===== config.mk =====
export PLATFORM = sky130hd
export DESIGN_NAME = format_string_interpreter_top_flat
export DESIGN_NICKNAME = d
export VERILOG_FILES = /design/src/rtl/fsi_pkg.sv /design/src/rtl/fsi_in_if.sv /design/src/rtl/fsi_out_if.sv /design/src/rtl/fsi_digit_unit.sv /design/src/rtl/format_string_interpreter_top.sv /design/src/flat_wrapper.sv
export SDC_FILE = /design/constraint.sdc
export NUM_CORES = 1
export LEC_CHECK = 0
export ABC_AREA = 1
export BUFFER_PORTS_ARGS = -buffer_cell sky130_fd_sc_hd__clkbuf_2
export CORE_MARGIN = 1
export CORE_UTILIZATION = 35
export CTS_BUF_LIST = sky130_fd_sc_hd__clkbuf_16
export CTS_CLUSTER_SIZE = 30
export DETAILED_ROUTE_END_ITERATION = 8
export MAX_ROUTING_LAYER = met4
export PLACE_DENSITY = 0.58
export SKIP_LAST_GASP = 1
export SYNTH_ARGS = -nofsm -noshare
export SYNTH_HDL_FRONTEND = slang
export SYNTH_SLANG_ARGS = --single-unit

===== constraint.sdc =====
create_clock -name clk -period 14.2 [get_ports clk]
set_clock_uncertainty 0.05 [all_clocks]
set_input_delay 1.42 -clock clk [delete_from_list [all_inputs] [get_ports clk]]
set_output_delay 1.42 -clock clk [all_outputs]
set_load 0.1 [all_outputs]

===== src/rtl/fsi_pkg.sv =====
// shared types, constants and control store for the format string interpreter
`timescale 1ns / 1ps

package fsi_pkg;

  localparam int INT_BITS_DEF = 32;
  localparam int PTR_BITS_DEF = 64;
  localparam int MAX_RESULTS  = 18;
  localparam int EC_W         = $clog2(MAX_RESULTS + 1);

  localparam logic [7:0] CH_NUL   = 8'h00;
  localparam logic [7:0] CH_PCT   = 8'h25;
  localparam logic [7:0] CH_MINUS = 8'h2D;
  localparam logic [7:0] CH_ZERO  = 8'h30;
  localparam logic [7:0] CH_A     = 8'h61;
  localparam logic [7:0] CH_C     = 8'h63;
  localparam logic [7:0] CH_D     = 8'h64;
  localparam logic [7:0] CH_P     = 8'h70;
  localparam logic [7:0] CH_X     = 8'h78;

  localparam logic [3:0] DEC_RADIX = 4'd10;

  // control store addresses
  localparam int UA_W = 4;
  localparam logic [UA_W-1:0] UA_IDLE    = 4'd0;
  localparam logic [UA_W-1:0] UA_ECHO    = 4'd1;
  localparam logic [UA_W-1:0] UA_DEC     = 4'd2;
  localparam logic [UA_W-1:0] UA_SIGN    = 4'd3;
  localparam logic [UA_W-1:0] UA_MINUS   = 4'd4;
  localparam logic [UA_W-1:0] UA_DABBLE  = 4'd5;
  localparam logic [UA_W-1:0] UA_SETUP   = 4'd6;
  localparam logic [UA_W-1:0] UA_SKIP    = 4'd7;
  localparam logic [UA_W-1:0] UA_DIGIT   = 4'd8;
  localparam logic [UA_W-1:0] UA_HEX     = 4'd9;
  localparam logic [UA_W-1:0] UA_PTR0    = 4'd10;
  localparam logic [UA_W-1:0] UA_PTRX    = 4'd11;
  localparam logic [UA_W-1:0] UA_PTRLOAD = 4'd12;

  typedef enum logic [1:0] {
    EM_NONE,
    EM_CHAR,
    EM_LIT,
    EM_DIGIT
  } emit_t;

  typedef enum logic [2:0] {
    DP_NONE,
    DP_LOAD_DEC,
    DP_LOAD_HEX_INT,
    DP_LOAD_HEX_PTR,
    DP_DABBLE,
    DP_SCAN_SETUP,
    DP_SKIP_ZERO,
    DP_SHIFT_DIGIT
  } dp_op_t;

  typedef enum logic [2:0] {
    C_NEXT,
    C_JUMP,
    C_DISPATCH,
    C_NOT_NEG,
    C_LOOP,
    C_SKIP,
    C_MORE
  } cond_t;

  typedef struct packed {
    emit_t           emit;
    logic [7:0]      lit;
    dp_op_t          dp;
    cond_t           cond;
    logic [UA_W-1:0] target;
  } uword_t;

  typedef struct packed {
    logic   fire;
    dp_op_t op;
  } dp_ctrl_t;

  typedef struct packed {
    logic       neg;
    logic       cnt_one;
    logic       top_zero;
    logic [3:0] top_digit;
  } dp_stat_t;

  function automatic uword_t ucode_rom(input logic [UA_W-1:0] addr);
    uword_t uw;
    uw = '{emit: EM_NONE, lit: CH_NUL, dp: DP_NONE, cond: C_JUMP, target: UA_IDLE};
    unique case (addr)
      UA_IDLE:    uw.cond = C_DISPATCH;
      UA_ECHO:    uw.emit = EM_CHAR;
      UA_DEC: begin
        uw.dp   = DP_LOAD_DEC;
        uw.cond = C_NEXT;
      end
      UA_SIGN: begin
        uw.cond   = C_NOT_NEG;
        uw.target = UA_DABBLE;
      end
      UA_MINUS: begin
        uw.emit = EM_LIT;
        uw.lit  = CH_MINUS;
        uw.cond = C_NEXT;
      end
      UA_DABBLE: begin
        uw.dp     = DP_DABBLE;
        uw.cond   = C_LOOP;
        uw.target = UA_DABBLE;
      end
      UA_SETUP: begin
        uw.dp   = DP_SCAN_SETUP;
        uw.cond = C_NEXT;
      end
      UA_SKIP: begin
        uw.dp     = DP_SKIP_ZERO;
        uw.cond   = C_SKIP;
        uw.target = UA_SKIP;
      end
      UA_DIGIT: begin
        uw.emit = EM_DIGIT;
        uw.dp   = DP_SHIFT_DIGIT;
        uw.cond = C_MORE;
      end
      UA_HEX: begin
        uw.dp     = DP_LOAD_HEX_INT;
        uw.target = UA_SKIP;
      end
      UA_PTR0: begin
        uw.emit = EM_LIT;
        uw.lit  = CH_ZERO;
        uw.cond = C_NEXT;
      end
      UA_PTRX: begin
        uw.emit = EM_LIT;
        uw.lit  = CH_X;
        uw.cond = C_NEXT;
      end
      UA_PTRLOAD: begin
        uw.dp     = DP_LOAD_HEX_PTR;
        uw.target = UA_SKIP;
      end
      default: uw.cond = C_JUMP;
    endcase
    return uw;
  endfunction

  function automatic logic [7:0] digit_ascii(input logic [3:0] d);
    if (d < DEC_RADIX) begin
      return CH_ZERO + {4'b0, d};
    end else begin
      return CH_A + {4'b0, d} - {4'b0, DEC_RADIX};
    end
  endfunction

endpackage


===== src/rtl/fsi_in_if.sv =====
// input channel: format byte and argument
`timescale 1ns / 1ps

interface fsi_in_if;
  logic        valid;
  logic        ready;
  logic [7:0]  fmt_char;
  logic [63:0] arg_value;

  modport source (output valid, output fmt_char, output arg_value, input ready);
  modport sink   (input valid, input fmt_char, input arg_value, output ready);
endinterface


===== src/rtl/fsi_out_if.sv =====
// result channel: one character per transfer
`timescale 1ns / 1ps

interface fsi_out_if;
  logic       valid;
  logic       ready;
  logic [7:0] out_char;
  logic       last;

  modport source (output valid, output out_char, output last, input ready);
  modport sink   (input valid, input out_char, input last, output ready);
endinterface


===== src/rtl/fsi_digit_unit.sv =====
// digit datapath: sign/magnitude or hex load, shift-add-3 binary to bcd, zero skip, digit shift-out
`timescale 1ns / 1ps

module fsi_digit_unit #(
  parameter int INT_BITS = fsi_pkg::INT_BITS_DEF,
  parameter int PTR_BITS = fsi_pkg::PTR_BITS_DEF
) (
  input  logic              clk,
  input  fsi_pkg::dp_ctrl_t ctrl,
  input  logic [63:0]       arg_i,
  output fsi_pkg::dp_stat_t stat
);

  localparam int BCD_N   = (INT_BITS * 30103) / 100000 + 1;
  localparam int HEXI_N  = (INT_BITS + 3) / 4;
  localparam int HEXP_N  = (PTR_BITS + 3) / 4;
  localparam int NDIG_A  = (BCD_N > HEXI_N) ? BCD_N : HEXI_N;
  localparam int NDIG    = (NDIG_A > HEXP_N) ? NDIG_A : HEXP_N;
  localparam int DIG_W   = NDIG * 4;
  localparam int CNT_MAX = (INT_BITS > NDIG) ? INT_BITS : NDIG;
  localparam int CNT_W   = $clog2(CNT_MAX + 1);

  logic [INT_BITS-1:0] mag_r, mag_nxt;
  logic [DIG_W-1:0]    dig_r, dig_nxt;
  logic [CNT_W-1:0]    cnt_r, cnt_nxt;
  logic                neg_r, neg_nxt;

  logic [INT_BITS-1:0] int_val;
  logic [DIG_W-1:0]    adj;
  logic [DIG_W-1:0]    dig_shift;
  logic [3:0]          nib;
  logic                cnt_one;
  logic                top_zero;

  assign int_val   = arg_i[INT_BITS-1:0];
  assign dig_shift = {dig_r[DIG_W-5:0], 4'b0};
  assign cnt_one   = (cnt_r == CNT_W'(1));
  assign top_zero  = (dig_r[DIG_W-1 -: 4] == 4'd0);

  // add 3 to every bcd digit of five or more before the next shift
  always_comb begin
    nib = 4'd0;
    adj = '0;
    for (int i = 0; i < NDIG; i++) begin
      nib = dig_r[i*4 +: 4];
      adj[i*4 +: 4] = (nib >= 4'd5) ? nib + 4'd3 : nib;
    end
  end

  always_comb begin
    mag_nxt = mag_r;
    dig_nxt = dig_r;
    cnt_nxt = cnt_r;
    neg_nxt = neg_r;
    if (ctrl.fire) begin
      unique case (ctrl.op)
        fsi_pkg::DP_NONE: ;
        fsi_pkg::DP_LOAD_DEC: begin
          neg_nxt = int_val[INT_BITS-1];
          mag_nxt = int_val[INT_BITS-1] ? (INT_BITS'(0) - int_val) : int_val;
          dig_nxt = '0;
          cnt_nxt = CNT_W'(INT_BITS);
        end
        fsi_pkg::DP_LOAD_HEX_INT: begin
          dig_nxt = DIG_W'(int_val);
          cnt_nxt = CNT_W'(NDIG);
        end
        fsi_pkg::DP_LOAD_HEX_PTR: begin
          dig_nxt = DIG_W'(arg_i[PTR_BITS-1:0]);
          cnt_nxt = CNT_W'(NDIG);
        end
        fsi_pkg::DP_DABBLE: begin
          dig_nxt = {adj[DIG_W-2:0], mag_r[INT_BITS-1]};
          mag_nxt = {mag_r[INT_BITS-2:0], 1'b0};
          cnt_nxt = cnt_r - 1'b1;
        end
        fsi_pkg::DP_SCAN_SETUP: cnt_nxt = CNT_W'(NDIG);
        fsi_pkg::DP_SKIP_ZERO: begin
          // the final digit is kept even when zero
          if (top_zero && !cnt_one) begin
            dig_nxt = dig_shift;
            cnt_nxt = cnt_r - 1'b1;
          end
        end
        fsi_pkg::DP_SHIFT_DIGIT: begin
          dig_nxt = dig_shift;
          cnt_nxt = cnt_r - 1'b1;
        end
        default: ;
      endcase
    end
  end

  always_ff @(posedge clk) begin
    mag_r <= mag_nxt;
    dig_r <= dig_nxt;
    cnt_r <= cnt_nxt;
    neg_r <= neg_nxt;
  end

  assign stat.neg       = neg_r;
  assign stat.cnt_one   = cnt_one;
  assign stat.top_zero  = top_zero;
  assign stat.top_digit = dig_r[DIG_W-1 -: 4];

endmodule


===== src/rtl/format_string_interpreter_top.sv =====
// format string interpreter top level: microcoded sequencer and output register
`timescale 1ns / 1ps

// Takes one format byte with its argument per transfer and emits the resulting
// characters, one per output transfer, with last on the final one of each item.
// Plain bytes echo, '%' opens a conversion, and c, d, x, p convert the argument;
// a zero byte or an unknown conversion produces nothing. One item is handled at
// a time: input is taken only while the sequencer sits at its idle step. A plain
// byte or c is echoed, x loads the argument as hex digits, p emits "0x" and
// then loads it the same way, and d emits a minus sign when negative, then runs
// the shift-add-3 conversion that moves one argument bit per cycle. The zero
// skip drops leading zero digits but keeps the last, and the digit shift-out
// emits the rest. NDIG is the digit buffer depth (16 nibbles at the default
// pointer width). Output stalls hold the sequencer on its current emit step.

module format_string_interpreter_top #(
  parameter int INT_BITS = fsi_pkg::INT_BITS_DEF,
  parameter int PTR_BITS = fsi_pkg::PTR_BITS_DEF
) (
  input  logic       clk,
  input  logic       rst_n,
  fsi_in_if.sink     in_chan,
  fsi_out_if.source  out_chan
);

  logic [fsi_pkg::UA_W-1:0] pc_r, pc_nxt;
  logic                     esc_r, esc_nxt;
  logic [fsi_pkg::EC_W-1:0] emit_cnt_r, emit_cnt_nxt;
  logic                     out_valid_r, out_valid_nxt;
  logic [7:0]               out_char_r, out_char_nxt;
  logic                     out_last_r, out_last_nxt;
  logic [7:0]               ch_r, ch_nxt;
  logic [63:0]              arg_r, arg_nxt;

  fsi_pkg::uword_t          uw;
  fsi_pkg::dp_ctrl_t        dp_ctrl;
  fsi_pkg::dp_stat_t        dp_stat;

  logic                     accept;
  logic                     emit_ok;
  logic                     fire;
  logic                     emit_fire;
  logic [7:0]               emit_char;
  logic                     emit_last;
  logic [fsi_pkg::UA_W-1:0] disp_addr;
  logic                     disp_esc;
  logic [7:0]               disp_ch;

  assign uw             = fsi_pkg::ucode_rom(pc_r);
  assign in_chan.ready  = (pc_r == fsi_pkg::UA_IDLE);
  assign accept         = in_chan.valid && in_chan.ready;
  assign emit_ok        = !out_valid_r || out_chan.ready;
  assign fire           = (uw.cond == fsi_pkg::C_DISPATCH) ? in_chan.valid
                        : ((uw.emit == fsi_pkg::EM_NONE) || emit_ok);
  assign emit_fire      = fire && (uw.emit != fsi_pkg::EM_NONE);
  assign dp_ctrl.fire   = fire;
  assign dp_ctrl.op     = uw.dp;

  // decode the incoming byte against the current mode
  always_comb begin
    disp_addr = fsi_pkg::UA_IDLE;
    disp_esc  = 1'b0;
    disp_ch   = in_chan.fmt_char;
    if (in_chan.fmt_char == fsi_pkg::CH_NUL) begin
      disp_addr = fsi_pkg::UA_IDLE;
    end else if (!esc_r) begin
      if (in_chan.fmt_char == fsi_pkg::CH_PCT) begin
        disp_esc = 1'b1;
      end else begin
        disp_addr = fsi_pkg::UA_ECHO;
      end
    end else begin
      unique case (in_chan.fmt_char)
        fsi_pkg::CH_C: begin
          disp_addr = fsi_pkg::UA_ECHO;
          disp_ch   = in_chan.arg_value[7:0];
        end
        fsi_pkg::CH_D: disp_addr = fsi_pkg::UA_DEC;
        fsi_pkg::CH_X: disp_addr = fsi_pkg::UA_HEX;
        fsi_pkg::CH_P: disp_addr = fsi_pkg::UA_PTR0;
        default:       disp_addr = fsi_pkg::UA_IDLE;
      endcase
    end
  end

  always_comb begin
    emit_char = 8'h00;
    emit_last = 1'b0;
    unique case (uw.emit)
      fsi_pkg::EM_NONE: ;
      fsi_pkg::EM_CHAR: begin
        emit_char = ch_r;
        emit_last = 1'b1;
      end
      fsi_pkg::EM_LIT:  emit_char = uw.lit;
      fsi_pkg::EM_DIGIT: begin
        emit_char = fsi_pkg::digit_ascii(dp_stat.top_digit);
        // final digit, or the character limit is reached
        emit_last = dp_stat.cnt_one ||
                    (emit_cnt_r == fsi_pkg::EC_W'(fsi_pkg::MAX_RESULTS - 1));
      end
      default: ;
    endcase
  end

  always_comb begin
    pc_nxt = pc_r;
    if (fire) begin
      unique case (uw.cond)
        fsi_pkg::C_NEXT:     pc_nxt = pc_r + 1'b1;
        fsi_pkg::C_JUMP:     pc_nxt = uw.target;
        fsi_pkg::C_DISPATCH: pc_nxt = disp_addr;
        fsi_pkg::C_NOT_NEG:  pc_nxt = dp_stat.neg ? pc_r + 1'b1 : uw.target;
        fsi_pkg::C_LOOP:     pc_nxt = dp_stat.cnt_one ? pc_r + 1'b1 : uw.target;
        fsi_pkg::C_SKIP:     pc_nxt = (dp_stat.top_zero && !dp_stat.cnt_one) ?
                                      uw.target : pc_r + 1'b1;
        fsi_pkg::C_MORE:     pc_nxt = emit_last ? uw.target : pc_r;
        default:             pc_nxt = fsi_pkg::UA_IDLE;
      endcase
    end
  end

  always_comb begin
    esc_nxt      = accept ? disp_esc : esc_r;
    ch_nxt       = accept ? disp_ch : ch_r;
    arg_nxt      = accept ? in_chan.arg_value : arg_r;
    emit_cnt_nxt = accept ? '0 : (emit_fire ? emit_cnt_r + 1'b1 : emit_cnt_r);
    out_valid_nxt = emit_fire ? 1'b1 : (out_chan.ready ? 1'b0 : out_valid_r);
    out_char_nxt  = emit_fire ? emit_char : out_char_r;
    out_last_nxt  = emit_fire ? emit_last : out_last_r;
  end

  always_ff @(posedge clk) begin
    if (!rst_n) begin
      pc_r        <= fsi_pkg::UA_IDLE;
      esc_r       <= 1'b0;
      emit_cnt_r  <= '0;
      out_valid_r <= 1'b0;
    end else begin
      pc_r        <= pc_nxt;
      esc_r       <= esc_nxt;
      emit_cnt_r  <= emit_cnt_nxt;
      out_valid_r <= out_valid_nxt;
    end
    out_char_r <= out_char_nxt;
    out_last_r <= out_last_nxt;
    ch_r       <= ch_nxt;
    arg_r      <= arg_nxt;
  end

  assign out_chan.valid    = out_valid_r;
  assign out_chan.out_char = out_char_r;
  assign out_chan.last     = out_last_r;

  fsi_digit_unit #(
    .INT_BITS (INT_BITS),
    .PTR_BITS (PTR_BITS)
  ) u_digit_unit (
    .clk   (clk),
    .ctrl  (dp_ctrl),
    .arg_i (arg_r),
    .stat  (dp_stat)
  );

endmodule


===== src/flat_wrapper.sv =====
// flat-port wrapper written by rule: the top's interface ports become plain ports
module format_string_interpreter_top_flat 
#(
  parameter int INT_BITS = fsi_pkg::INT_BITS_DEF,
  parameter int PTR_BITS = fsi_pkg::PTR_BITS_DEF
)
  (clk, rst_n, in_chan_valid, in_chan_fmt_char, in_chan_arg_value, in_chan_ready, out_chan_valid, out_chan_out_char, out_chan_last, out_chan_ready);
  fsi_in_if in_chan_i ();
  fsi_out_if out_chan_i ();
  input  logic clk;
  input  logic rst_n;
  input wire logic [$bits(in_chan_i.valid)-1:0] in_chan_valid;
  input wire logic [$bits(in_chan_i.fmt_char)-1:0] in_chan_fmt_char;
  input wire logic [$bits(in_chan_i.arg_value)-1:0] in_chan_arg_value;
  output wire logic [$bits(in_chan_i.ready)-1:0] in_chan_ready;
  output wire logic [$bits(out_chan_i.valid)-1:0] out_chan_valid;
  output wire logic [$bits(out_chan_i.out_char)-1:0] out_chan_out_char;
  output wire logic [$bits(out_chan_i.last)-1:0] out_chan_last;
  input wire logic [$bits(out_chan_i.ready)-1:0] out_chan_ready;
  assign in_chan_i.valid = in_chan_valid;
  assign in_chan_i.fmt_char = in_chan_fmt_char;
  assign in_chan_i.arg_value = in_chan_arg_value;
  assign in_chan_ready = in_chan_i.ready;
  assign out_chan_valid = out_chan_i.valid;
  assign out_chan_out_char = out_chan_i.out_char;
  assign out_chan_last = out_chan_i.last;
  assign out_chan_i.ready = out_chan_ready;
  format_string_interpreter_top #(.INT_BITS(INT_BITS), .PTR_BITS(PTR_BITS)) u_core (.clk(clk), .rst_n(rst_n), .in_chan(in_chan_i), .out_chan(out_chan_i));
endmodule

## Word-level counts from Yosys, hierarchy flattened

Index checks and enable logic that the tools add are counted.

- Reduce and logical (&&, ||, !) cells: 30
- Equality and inequality tests: 37
- Magnitude comparators: 17
- Multiplexer cells: 48
- Add/subtract/negate cells: 23
- Bitwise gates (word level): 1

Operators with widths:

| cell | count |
|---|---|
| $pmux W64 S6 | 1 |
| $mux W4 | 21 |
| $ge A4 B3 Y1 const B | 16 |
| $mux W64 | 1 |
| $pmux W32 S2 | 1 |
| $add A4 B2 Y4 const B | 15 |
| $eq A8 B7 Y1 const B | 4 |
| $mux W32 | 1 |
| $mux W8 | 4 |
| $sub A1 B32 Y32 const A | 1 |
| $pmux W4 S7 | 1 |
| $pmux W6 S4 | 1 |
| $pmux W8 S3 | 1 |
| $eq A3 B3 Y1 const B | 7 |
| $pmux W3 S7 | 1 |
| $pmux W7 S3 | 1 |
| $eq A4 B4 Y1 const B | 5 |
| $pmux W3 S6 | 1 |
| $eq A4 B3 Y1 const B | 4 |
| $pmux W4 S4 | 1 |
| $eq A3 B2 Y1 const B | 4 |
| $reduce_or A3 Y1 | 3 |
| $add A7 B4 Y8 const A | 1 |
| $eq A4 B2 Y1 const B | 2 |
| 36 further kinds | 58 |

- Word-level logic and storage cells: 168
- Flip-flop bits (word level): 195
- Output and inout port bits: 11

## Longest topological paths before layout

Gate-level depths: netlist (run 1).

- Word-level depth: 8
- Mapped depth: 15

## By module

Synthesis (run 1) repeated with hierarchy kept, for this count alone.

- Cells, all modules: 1196
- Area total of the unflattened synthesis: 10929.2 µm²

Modules (own cells, without submodules):

| module | area each (µm²) | cells an instance | instances |
|---|---|---|---|
| fsi_digit_unit | 7074.3 | 868 | 1 |
| format_string_interpreter_top | 3854.9 | 328 | 1 |

## Least setup slack after synthesis (run 1)

Ideal clock, no wire load.

- Path kind: reg-to-reg
- Start: register u_core.pc_r[0] in the netlist's numbering
- End: register u_core.u_digit_unit.dig_r[0] (enable)
- Cell stages (with the launch flop): 13
- Path buffers: 3
- Data arrival time: 4985 ps
- Required time: 13643 ps
- Period minus slack after synthesis: 5542 ps
- Setup slack: 8658 ps
- Library setup time: 507 ps
- Cells stage by stage: dfxtp_1 -> inv_1 -> ha_1 -> buf_2 -> nand3_1 -> buf_1 -> nand2_2 -> inv_2 -> nand3_2 -> buf_2 -> nand2_1 -> inv_1 -> a21oi_1

- Longest elaborated chain between the ends: 7
- Elaborated cells between the ends (all ways): 31
- Those cells by class: 20 x eq/ne; 4 x mux; 7 x reduce/logical

RTL lines:

| item | RTL line | source |
|---|---|---|
| start: declaration | format_string_interpreter_top.sv:26 | `logic [fsi_pkg::UA_W-1:0] pc_r, pc_nxt;` |
| start signal: assignment | format_string_interpreter_top.sv:135 | `pc_r <= fsi_pkg::UA_IDLE;` |
| start signal: assignment | format_string_interpreter_top.sv:140 | `pc_r <= pc_nxt;` |
| branches (longest 6 deep; another with $pmux W3 S6) | - |  |
| $reduce_and A3 Y1 (no line) * | - |  |
| end signal: assignment | fsi_digit_unit.sv:96 | `dig_r <= dig_nxt;` |
| end: declaration | fsi_digit_unit.sv:24 | `logic [DIG_W-1:0] dig_r, dig_nxt;` |

Every way passes the cells marked *.
A chain may end at the register's enable or synchronous reset.

## Worst setup path after layout (run 1)

- Start: register u_core.pc_r[0] in the netlist's numbering
- End: register u_core.u_digit_unit.mag_r[8], data pin

- Longest elaborated chain between the ends: 4
- Elaborated cells between the ends (all ways): 11
- Those cells by class: 9 x eq/ne; 2 x mux

RTL lines:

| item | RTL line | source |
|---|---|---|
| $eq A4 B4 Y1 (tied with other cells) | fsi_pkg.sv:90 | `unique case (addr)` |
| $pmux W3 S7 * | fsi_pkg.sv:90 |  |
| $eq A3 B3 Y1 or $eq A3 B1 Y1 (tied branches) | fsi_digit_unit.sv:56 | `unique case (ctrl.op)` |
| $pmux W32 S2 * | fsi_digit_unit.sv:56 |  |
| end signal: assignment | fsi_digit_unit.sv:95 | `mag_r <= mag_nxt;` |
| end: declaration | fsi_digit_unit.sv:23 | `logic [INT_BITS-1:0] mag_r, mag_nxt;` |

Mark *: on every way between the ends. The rest lies on a longest branch, timed or not.

==> results of run 1 <==
-- registers in the layout, summed over array words and instances, names as in the netlist, 4 cells and up --
signal	count
u_core.u_digit_unit.mag_r	32
u_core.u_digit_unit.dig_r	64
u_core.pc_r	4
u_core.emit_cnt_r	5
u_core.ch_r	8
u_core.arg_r	64
u_core.out_chan.out_char	8
u_core.u_digit_unit.cnt_r	6
-- stage by stage --
step	instance area, µm²	util [%]	hold WS (ns)	cells	power (W)
5_1_grt	12240	40.02	0.4690	1646	0.001432
2_1_floorplan	10880	-	0.4121	1165	0.0008436
4_1_cts	12240	40.02	0.4525	1646	0.001388
6_report	12240	40.02	0.4498	1646	0.001375
3_3_place_gp	11670	38.15	0.4257	1615	0.0009039
3_5_place_dp	11670	38.15	0.4398	1615	0.0009048
-- logic make-up after synthesis --
group,Yosys count,synth area share (%)
compound gates,217,12.70
xor+xnor,47,3.784
fa+ha+maj,41,4.716
buf+inv,207,7.603
flops,195,52.82
simple gates,458,18.38
-- report_power, final --
part / internal (W) / switching (W) / total, W
Sequential: 0.000679 / 0.0000298 / 0.000708
Combinational: 0.0000479 / 0.000136 / 0.000184
Clock: 0.000247 / 0.000236 / 0.000483
-- synth_stat cells (all sizes together) --
| master | count | area share (%) |
|---|---|---|
| edfxtp | 184 | 51 |
| xor2 | 46 | 3.7 |
| xnor2 | 1 | 0.081 |
| o21a | 2 | 0.14 |
| dfxtp | 11 | 2.0 |
| inv | 169 | 5.8 |
| nor4 | 3 | 0.17 |
| a21oi | 38 | 1.7 |
| o31ai | 1 | 0.069 |
| nor3b | 1 | 0.069 |
| nand3 | 65 | 3.1 |
| nand2 | 215 | 7.5 |
| o221ai | 58 | 4.7 |
| nor3 | 14 | 0.75 |
| nand4 | 34 | 2.0 |
| o21bai | 1 | 0.069 |
| ha | 41 | 4.7 |
| o21ai | 89 | 4.1 |
| clkbuf | 12 | 0.41 |
| o211ai | 16 | 1.1 |
| buf | 25 | 1.3 |
| clkinv | 1 | 0.046 |
| a31oi | 5 | 0.29 |
| o22ai | 2 | 0.12 |
| or2 | 9 | 0.52 |
| nand3b | 7 | 0.48 |
| nor2 | 110 | 3.8 |
| o311ai | 5 | 0.40 |
-- layout make-up --
class / instances / area [µm²]
clock buffer: 17 / 425.4
clock inverter: 14 / 147.6
fill: 3052 / 18350
inverter: 170 / 640.6
multi-input combinational: 763 / 4319
sequential: 195 / 5746
tap: 396 / 495.5
timing repair buffer: 91 / 467.9
-- worst paths after layout --
check	end	depth (start not counted)
max	u_core.u_digit_unit.mag_r[8]	10
min	u_core.out_chan.valid	2
max reg2reg	u_core.u_digit_unit.mag_r[8]	10
min reg2reg	u_core.out_chan.valid	2
-- worst max-delay path: stages (launching register included) --
cell     delay, ns
dfxtp_1       0.39
inv_1         0.13
ha_1          0.82
nand3_1       0.61
nand2_2       0.31
inv_2         0.45
nand2_2       0.30
inv_2         0.06
nor3_4        0.42
buf_4         0.65
o21ai_0       0.19
-- cell usage in the layout (no fill, tap or decap), types with 3 or more instances in the layout --
master / n
nand3b_1: 7
o21ai_1: 14
nor4_1: 3
o21ai_0: 75
buf_4: 5
inv_1: 161
ha_1: 41
nor2_1: 108
edfxtp_1: 184
nor3_1: 13
inv_6: 3
clkbuf_2: 86
nand2_1: 212
clkinv_2: 3
nand2_2: 3
nand3_2: 3
nand4_1: 34
a31oi_1: 5
o311ai_1: 3
inv_8: 3
o211ai_1: 16
nand3_1: 62
a21oi_1: 37
xor2_1: 46
dfxtp_1: 11
clkbuf_16: 17
or2_2: 9
o221ai_1: 58
inv_2: 7
-- per-layer routing --
metal / wire length (µm) / up-vias / global-route usage, %
li1: - / 4212 / -
met1: 12300 / 3969 / 23.74
met2: 12360 / 256 / 27.55
met3: 1374 / 28 / 2.792
met4: 369 / 0 / 5.332
met5: 0 / - / -
==> flow_summary_export.csv, run 1 <==
group,metric,value,unit
status,status,"finished clean",
final_layout,layout.nets,1355,
route,drc,0,
placement,place.gp.congestion,0.8954,
worst_setup_path,cp_max_fo,70,
synthesis,syn-num-nets,1282,
route,final_antenna_net_count,0,
clocking,postCtsHoldBufs,0,
worst_setup_path,cp.arrival,4.84,ns
placement,dpl.hpwl,18610,µm
grt,grt_max_degree,74,
final_layout,drive_gt1_share,11.92,%
final_layout,syn2layout_area_growth,12.54,%
power,peakVddDrop,0.08596,mV
route,vias,8465,
worst_setup_path,critPathKind,"reg2reg",
sta,maxSlewHeadroom,24.53,%
synthesis,ys_warn_count,0,
synthesis,netlist_area,10880,µm²
job,drv_cap,0,
clocking,cts-buffers-inserted,17,
clocking,cts_tree,"done",
sta,fin_tns_setup,0,ns
synthesis,synthCells,1165,
worst_setup_path,required,14.31,ns
sta,hold_violations,0,
worst_setup_path,start_kind,"register",
die,row_count,64,
hold_path,min_path_type,"reg2reg",
synthesis,synth.avg_cell_area,9.337,µm²
grt,overflow,0,
route,via_per_inst,5.143,
clocking,path_clk_slew,0.08,ns
grt,first_global_vias,8013,
die,top_level_ports,87,
sta,setup_ws,9.470,ns
sta,rsz0062_at_grt,"false",
clocking,clockRootBuffer,"clkbuf_16",
route,drt-initial-drc-count,768,
synthesis,yosysSeqAreaShare,52.82,%
die,fp.dieW,178.3,µm
die,initial_core_util,35.56,%
hold_path,hold_start,"u_core.out_chan.valid",
sta,setup_viol,0,
worst_setup_path,crit_path_start,"u_core.pc_r[0]",
placement,place_ws,9.542,ns
clocking,clock_latency,0.45,ns
sta,fin_crit,4.730,ns
clocking,cts_buffer_depth,2,
clocking,postCtsSetupBuffers,0,
grt,grt_pass1_wl,42070,µm
clocking,h-tree-depth,4,
clocking,cts-resized-gates,0,
final_layout,diodes,0,
worst_setup_path,critPathCaptureType,"register",
grt,grt.total_usage,17.71,%
placement,port_buffers,86,
synthesis,ys_types,38,
worst_setup_path,reg2reg_slack,9.47,ns
sta,tightest_slew,1.130,ns
sta,fmax,0.2114,GHz
power,p_per_area,112.4,nW/µm²
route,routed_wl,26400,µm
route,dr.pass1.iters,5,
power,p_leak,5.090,nW
route,wl_per_cell,16.04,µm
die,die_h,178.3,µm
worst_setup_path,reg2reg_from,"u_core.pc_r[0]",
synthesis,synth-seq-cells,195,
die,die_area,31790,µm²
clocking,cts.sinks,195,
sta,drv_slew,0,
die,core,30590,µm²
grt,antenna_found_initial,0,
sta,final.period_utilization,33.31,%
No activity file was read; power rests on OpenSTA's default activity.
==> run 2: changes to the inputs <==
Settings changed: ABC_AREA 1 to 0, PLACE_DENSITY 0.58 to 0.6.
Clock period 14.2 ns to 3.85 ns, I/O delays scaled along.
==> flow_summary_export.csv, run 2 <==
group,metric,value,unit
synthesis,synth_top_area_share,52.18,%
power,combPwrFrac,38.1,%
job,drv_cap,0,
synthesis,synthFlopType,"edfxtp_1",
synthesis,synthArstFlopShare,0,%
power,switching_share,41.70,%
die,core,29720,µm²
clocking,postCtsHoldBufs,0,
clocking,cts_buffer_depth,2,
power,p_per_area,786.0,nW/µm²
grt,antenna_found_initial,0,
synthesis,yosysSeqAreaShare,54.26,%
sta,fin_tns_setup,0,ns
route,routed_wl,24160,µm
synthesis,synth_edf_count,184,
sta,maxSlewHeadroom,40.65,%
sta,drv_slew,0,
die,die_h,175.9,µm
final_layout,fillerInstances,2794,
worst_setup_path,reg2reg_from,"u_core.pc_r[0]",
synthesis,ys_warn_count,0,
final_layout,design_area,12050,µm²
clocking,cts-buffers-inserted,17,
route,drc,0,
placement,place.gp.congestion,0.8559,
synthesis,synth.avg_cell_area,10.96,µm²
synthesis,yosysMostFrequentCell,"edfxtp_1",
power,seqPwrFrac,43.1,%
route,vias,7722,
synthesis,synth_top_cell_by_area,"edfxtp_1",
grt,grt.total_usage,16.75,%
hold_path,hold_start,"in_chan_arg_value[24]",
sta,fmax,0.3274,GHz
worst_setup_path,cp.arrival,3.12,ns
route,final_antenna_net_count,0,
clocking,path_clk_slew,0.09,ns
sta,fin_crit,3.054,ns
grt,grt_pass1_wl,39550,µm
sta,setup_viol,0,
worst_setup_path,ff2ff_path_depth,7,
synthesis,ys_types,66,
die,top_level_ports,87,
power,peakVddDrop,0.4123,mV
route,wl_per_cell,16.78,µm
die,row_count,63,
clocking,postCtsSetupBuffers,0,
clocking,cts.sinks,195,
die,fp.dieW,175.9,µm
placement,dpl.hpwl,16440,µm
power,p_leak,4.249,nW
sta,hold_violations,0,
power,p_clk_share,18.8,%
worst_setup_path,required,3.91,ns
clocking,cts-resized-gates,0,
sta,final.period_utilization,79.33,%
final_layout,layout_commonest_cell,"edfxtp_1",
sta,fin_hold_ws,0.04543,ns
die,die_area,30950,µm²
final_layout,layout.nets,1154,
power,intPower,0.005522,W
final_layout,diodes,0,
clocking,cts_tree,"done",
grt,first_global_vias,7312,
sta,rsz0062_at_grt,"false",
grt,grt_max_degree,65,
synthesis,synth-seq-cells,195,
synthesis,syn-num-nets,1083,
clocking,clock_latency,0.46,ns
final_layout,syn2layout_area_growth,13.80,%
worst_setup_path,reg2reg_slack,0.80,ns
route,dr.pass1.iters,5,
sta,tightest_slew,0.8903,ns
clocking,h-tree-depth,4,
grt,overflow,0,
worst_setup_path,reg2reg_to,"u_core.u_digit_unit.dig_r[36]",
synthesis,synth_area_leaders,"edfxtp_1 (52%), ha_1 (4.8%), o21ai_0 (4.7%), a21oi_1 (3.9%), a22oi_1 (3.6%)",
status,status,"finished clean",
final_layout,drive_gt1_share,15.14,%
worst_setup_path,critPathKind,"reg2reg",
synthesis,ys_top_cells_by_count,"edfxtp_1 (184), o21ai_0 (100), a21oi_1 (82), nand2_1 (71), nor2_1 (54)",
placement,dpl_cell_area,11460,µm²
route,via_per_inst,5.363,
clocking,clockRootBuffer,"clkbuf_16",
hold_path,min_path_type,"in2reg",
final_layout,layout_common_cells,"edfxtp_1 (184), o21ai_0 (100), clkbuf_2 (86)",
hold_path,hold_depth,1,
worst_setup_path,critPathCaptureType,"register",
die,initial_core_util,35.63,%
placement,port_buffers,86,
power,switching_power,0.003949,W
final_layout,largestRegisters,"u_core.arg_r x64, u_core.u_digit_unit.dig_r x64, u_core.u_digit_unit.mag_r x32",
worst_setup_path,start_kind,"register",
synthesis,netlist_area,10590,µm²
hold_path,min_delay_worst_endpoint,"u_core.arg_r[24]",
worst_setup_path,cp_max_fo,64,
route,drt-initial-drc-count,778,
synthesis,synthCells,966,
## run 2: cell count changes after synthesis, sizes merged, moves of 19 or more
cell    delta
a21oi     +44
a22oi     +51
clkbuf    +29
inv      -121
nand2    -144
nand2b    +23
nand3     -60
nand4     -34
nor2      -56
nor3b     +22
o21ai     +19
o221ai    -56
xnor2     +23
## run 2: metrics by stage
step	util [%]	setup WS [ns]	instances	total power (W)
3_3_place_gp	38.58	0.8517	1408	0.007658
6_report	40.55	0.7956	1440	0.009471
2_1_floorplan	-	0.4188	966	0.006744
5_1_grt	40.55	0.5498	1440	0.01017
4_1_cts	40.55	0.7838	1440	0.009541
3_5_place_dp	38.58	0.7770	1408	0.007715
## run 2: worst max-delay path, stage by stage (launching register included)
cell and delay (ns):
dfxtp_1 0.38, ha_1 0.37, or4b_2 0.77, nand2b_1 0.14
o32a_1 0.31, nand2_1 0.16, a21oi_4 0.16, buf_12 0.33
## run 2: per-layer routing
layer  up-vias  GRT usage [%]  wire, µm
met5         -              -         0
met4         0          4.529       312
met3        22          3.273      1338
met2       228          23.40     10470
met1      3698          24.50     12030
li1       3774              -         -
## run 2: final cells by class
| type | instances | area, µm² | area share (%) |
|---|---|---|---|
| Sequential cell | 195 | 5746 | 47.68 |
| Inverter | 48 | 180.2 | 1.495 |
| Clock inverter | 15 | 160.2 | 1.329 |
| Multi-Input combinational cell | 674 | 4483 | 37.20 |
| Timing Repair Buffer | 101 | 568.0 | 4.714 |
| Tap cell | 390 | 488.0 | 4.049 |
| Clock buffer | 17 | 425.4 | 3.530 |
## run 2: cell families (layout without fill, tap and decap cells)
logic type	Yosys count	count (layout)	share of synthesized area [%]
fa+ha+maj	41	41	4.845
xor+xnor	52	52	4.301
flops	195	195	54.26
buf+inv	97	181	3.687
mux	6	6	0.5908
compound gates	323	323	20.02
simple gates	252	252	12.30
## run 2: worst max-delay path by stage
stage / cells after the start / slack [ns] / to / from
6_report: 7 / 0.80 / u_core.u_digit_unit.dig_r[36] / u_core.pc_r[0]
5_1_grt: 6 / 0.55 / u_core.u_digit_unit.cnt_r[0] / u_core.pc_r[0]
4_1_cts: 6 / 0.78 / u_core.u_digit_unit.cnt_r[5] / u_core.pc_r[0]
3_5_place_dp: 6 / 0.78 / u_core.u_digit_unit.cnt_r[3] / u_core.pc_r[0]
3_3_place_gp: 6 / 0.85 / u_core.u_digit_unit.cnt_r[3] / u_core.pc_r[0]
2_1_floorplan: 7 / 0.42 / u_core.u_digit_unit.dig_r[0] / u_core.pc_r[0]
## run 2: power groups by stage
stage / Combinational (W) / Clock (W) / Sequential (W)
4_1_cts: 0.00363 / 0.00184 / 0.00407
3_3_place_gp: 0.00356 / 0 / 0.00410
3_5_place_dp: 0.00361 / 0 / 0.00410
2_1_floorplan: 0.00250 / 0 / 0.00424
5_1_grt: 0.00408 / 0.00191 / 0.00419
6_report: 0.00361 / 0.00178 / 0.00408
==> run 3: changes to the inputs <==
Settings changed: ABC_AREA 0 to 1, PLACE_DENSITY 0.6 to 0.58.
Clock period 3.85 ns to 2.96 ns, I/O delays scaled along.
==> flow_summary_export.csv, run 3 (same netlist as run 1, synthesis figures left out) <==
group,metric,value,unit
status,status,"finished clean",
placement,port_buffers,86,
power,p_leak,5.428,nW
worst_setup_path,reg2reg_to,"u_core.u_digit_unit.dig_r[39]",
hold_path,hold_depth,1,
placement,dp.cells,1624,
worst_setup_path,critPathKind,"reg2reg",
sta,final.period_utilization,88.28,%
clocking,clockRootBuffer,"clkbuf_16",
die,initial_core_util,35.56,%
die,fp.dieW,178.3,µm
hold_path,min_delay_worst_endpoint,"u_core.arg_r[5]",
final_layout,layout.nets,1427,
final_layout,diodes,0,
worst_setup_path,critPathCaptureType,"register",
worst_setup_path,slowest_delay,0.46,ns
worst_setup_path,start_kind,"register",
final_layout,final_cells,1719,
final_layout,largestRegisters,"u_core.arg_r x64, u_core.u_digit_unit.dig_r x64, u_core.u_digit_unit.mag_r x32",
clocking,h-tree-depth,4,
placement,dpl.hpwl,18770,µm
final_layout,layout_common_cells,"nand2_1 (211), edfxtp_1 (184), inv_1 (160)",
route,routed_wl,27250,µm
sta,setup_viol,0,
grt,grt_pass1_wl,43870,µm
final_layout,syn2layout_area_growth,20.29,%
sta,rsz0062_at_grt,"false",
clocking,cts_tree,"done",
grt,overflow,0,
worst_setup_path,cpLargestDelayFamily,"simple AND/OR/NAND/NOR gates",
clocking,cts-buffers-inserted,17,
sta,fmax,0.3827,GHz
clocking,cts.sinks,195,
die,die_area,31790,µm²
sta,tightest_slew,0.7183,ns
worst_setup_path,cp_max_fo,64,
final_layout,drive_gt1_share,12.93,%
power,peakVddDrop,0.4066,mV
route,drt-initial-drc-count,764,
route,via_per_inst,5.064,
hold_path,min_path_type,"in2reg",
grt,antenna_found_initial,0,
clocking,cts-resized-gates,0,
sta,maxSlewHeadroom,52.06,%
job,drv_cap,0,
worst_setup_path,crit_slowest_cell,"dfxtp_1",
worst_setup_path,crit_path_start,"u_core.pc_r[2]",
grt,grt_max_degree,79,
route,dr.pass1.iters,5,
worst_setup_path,crit_buf_inv,2,
sta,fin_crit,2.613,ns
route,vias,8705,
clocking,clock_latency,0.45,ns
clocking,postCtsHoldBufs,60,
die,row_count,64,
sta,fin_hold_ws,0.04406,ns
sta,drv_slew,0,
hold_path,hold_start,"in_chan_arg_value[5]",
worst_setup_path,reg2reg_from,"u_core.pc_r[2]",
power,p_per_area,509.2,nW/µm²
worst_setup_path,path_cells,"buf_4 -> nor2_1 -> nand2_1 -> nand2_1 -> nand4_1 -> o311ai_4 -> a21oi_4 -> buf_12",
worst_setup_path,ff2ff_path_depth,8,
placement,place.gp.congestion,0.9645,
clocking,cts_buffer_depth,2,
final_layout,fillerInstances,2994,
sta,hold_violations,0,
die,core,30590,µm²
final_layout,layout_commonest_cell,"nand2_1",
route,wl_per_cell,15.85,µm
worst_setup_path,cp.arrival,2.66,ns
route,final_antenna_net_count,0,
die,die_h,178.3,µm
die,top_level_ports,87,
worst_setup_path,required,3.01,ns
grt,first_global_vias,8360,
worst_setup_path,critical_path.most_common_cell,"nand2_1",
clocking,postCtsSetupBuffers,0,
worst_setup_path,reg2reg_slack,0.35,ns
power,power,0.006664,W
grt,grt.total_usage,18.42,%
clocking,path_clk_slew,0.07,ns
route,drc,0,
-- run 3: worst max path at each step --
stage / depth (start not counted) / slack, ns / endpoint
after floorplan: 13 / -0.01 / u_core.u_digit_unit.dig_r[0]
after global placement: 8 / 0.46 / u_core.u_digit_unit.dig_r[39]
after detailed placement: 8 / 0.39 / u_core.u_digit_unit.dig_r[39]
after CTS: 8 / 0.37 / u_core.u_digit_unit.dig_r[41]
after global routing: 10 / 0.12 / u_core.u_digit_unit.mag_r[27]
final: 8 / 0.35 / u_core.u_digit_unit.dig_r[39]
-- run 3: where the power goes --
part | leakage, nW | switching, W | internal [W]
clock | 0.276 | 0.00111 | 0.00117
combinational | 3.43 | 0.000688 | 0.000313
sequential | 1.72 | 0.000130 | 0.00325
-- run 3: stage by stage --
| step | cell area (µm²) | setup slack (ns) | utilization (%) | TNS [ns] |
|---|---|---|---|---|
| 2_1_floorplan | 11020 | -0.01177 | - | -0.7531 |
| 3_3_place_gp | 11900 | 0.4619 | 38.91 | 0 |
| 3_5_place_dp | 11900 | 0.3888 | 38.91 | 0 |
| 4_1_cts | 13060 | 0.3717 | 42.68 | 0 |
| 5_1_grt | 13090 | 0.1210 | 42.78 | 0 |
| 6_report | 13090 | 0.3469 | 42.78 | 0 |
-- run 3: worst reg2reg max path, stage by stage (launching register included) --
cell,delay [ns]
dfxtp_1,0.46
buf_4,0.35
nor2_1,0.13
nand2_1,0.21
nand2_1,0.12
nand4_1,0.22
o311ai_4,0.17
a21oi_4,0.16
buf_12,0.30
-- run 3: routing by layer --
layer	global-route usage, %	vias up	routed length (µm)	part of all wire (%)
li1	-	4362	-	-
met1	24.28	4060	12720	47
met2	28.53	250	12670	46
met3	3.240	33	1259	4.6
met4	6.391	0	606	2.2
met5	-	-	0	0
-- run 3: final cells by class --
| class | count | area (µm²) | share of cell area, % |
|---|---|---|---|
| Clock buffer | 17 | 425.4 | 3.251 |
| Clock inverter | 15 | 127.6 | 0.9753 |
| Inverter | 170 | 650.6 | 4.972 |
| Multi-Input combinational cell | 763 | 4407 | 33.68 |
| Sequential cell | 195 | 5751 | 43.95 |
| Tap cell | 396 | 495.5 | 3.787 |
| Timing Repair Buffer | 163 | 1229 | 9.390 |
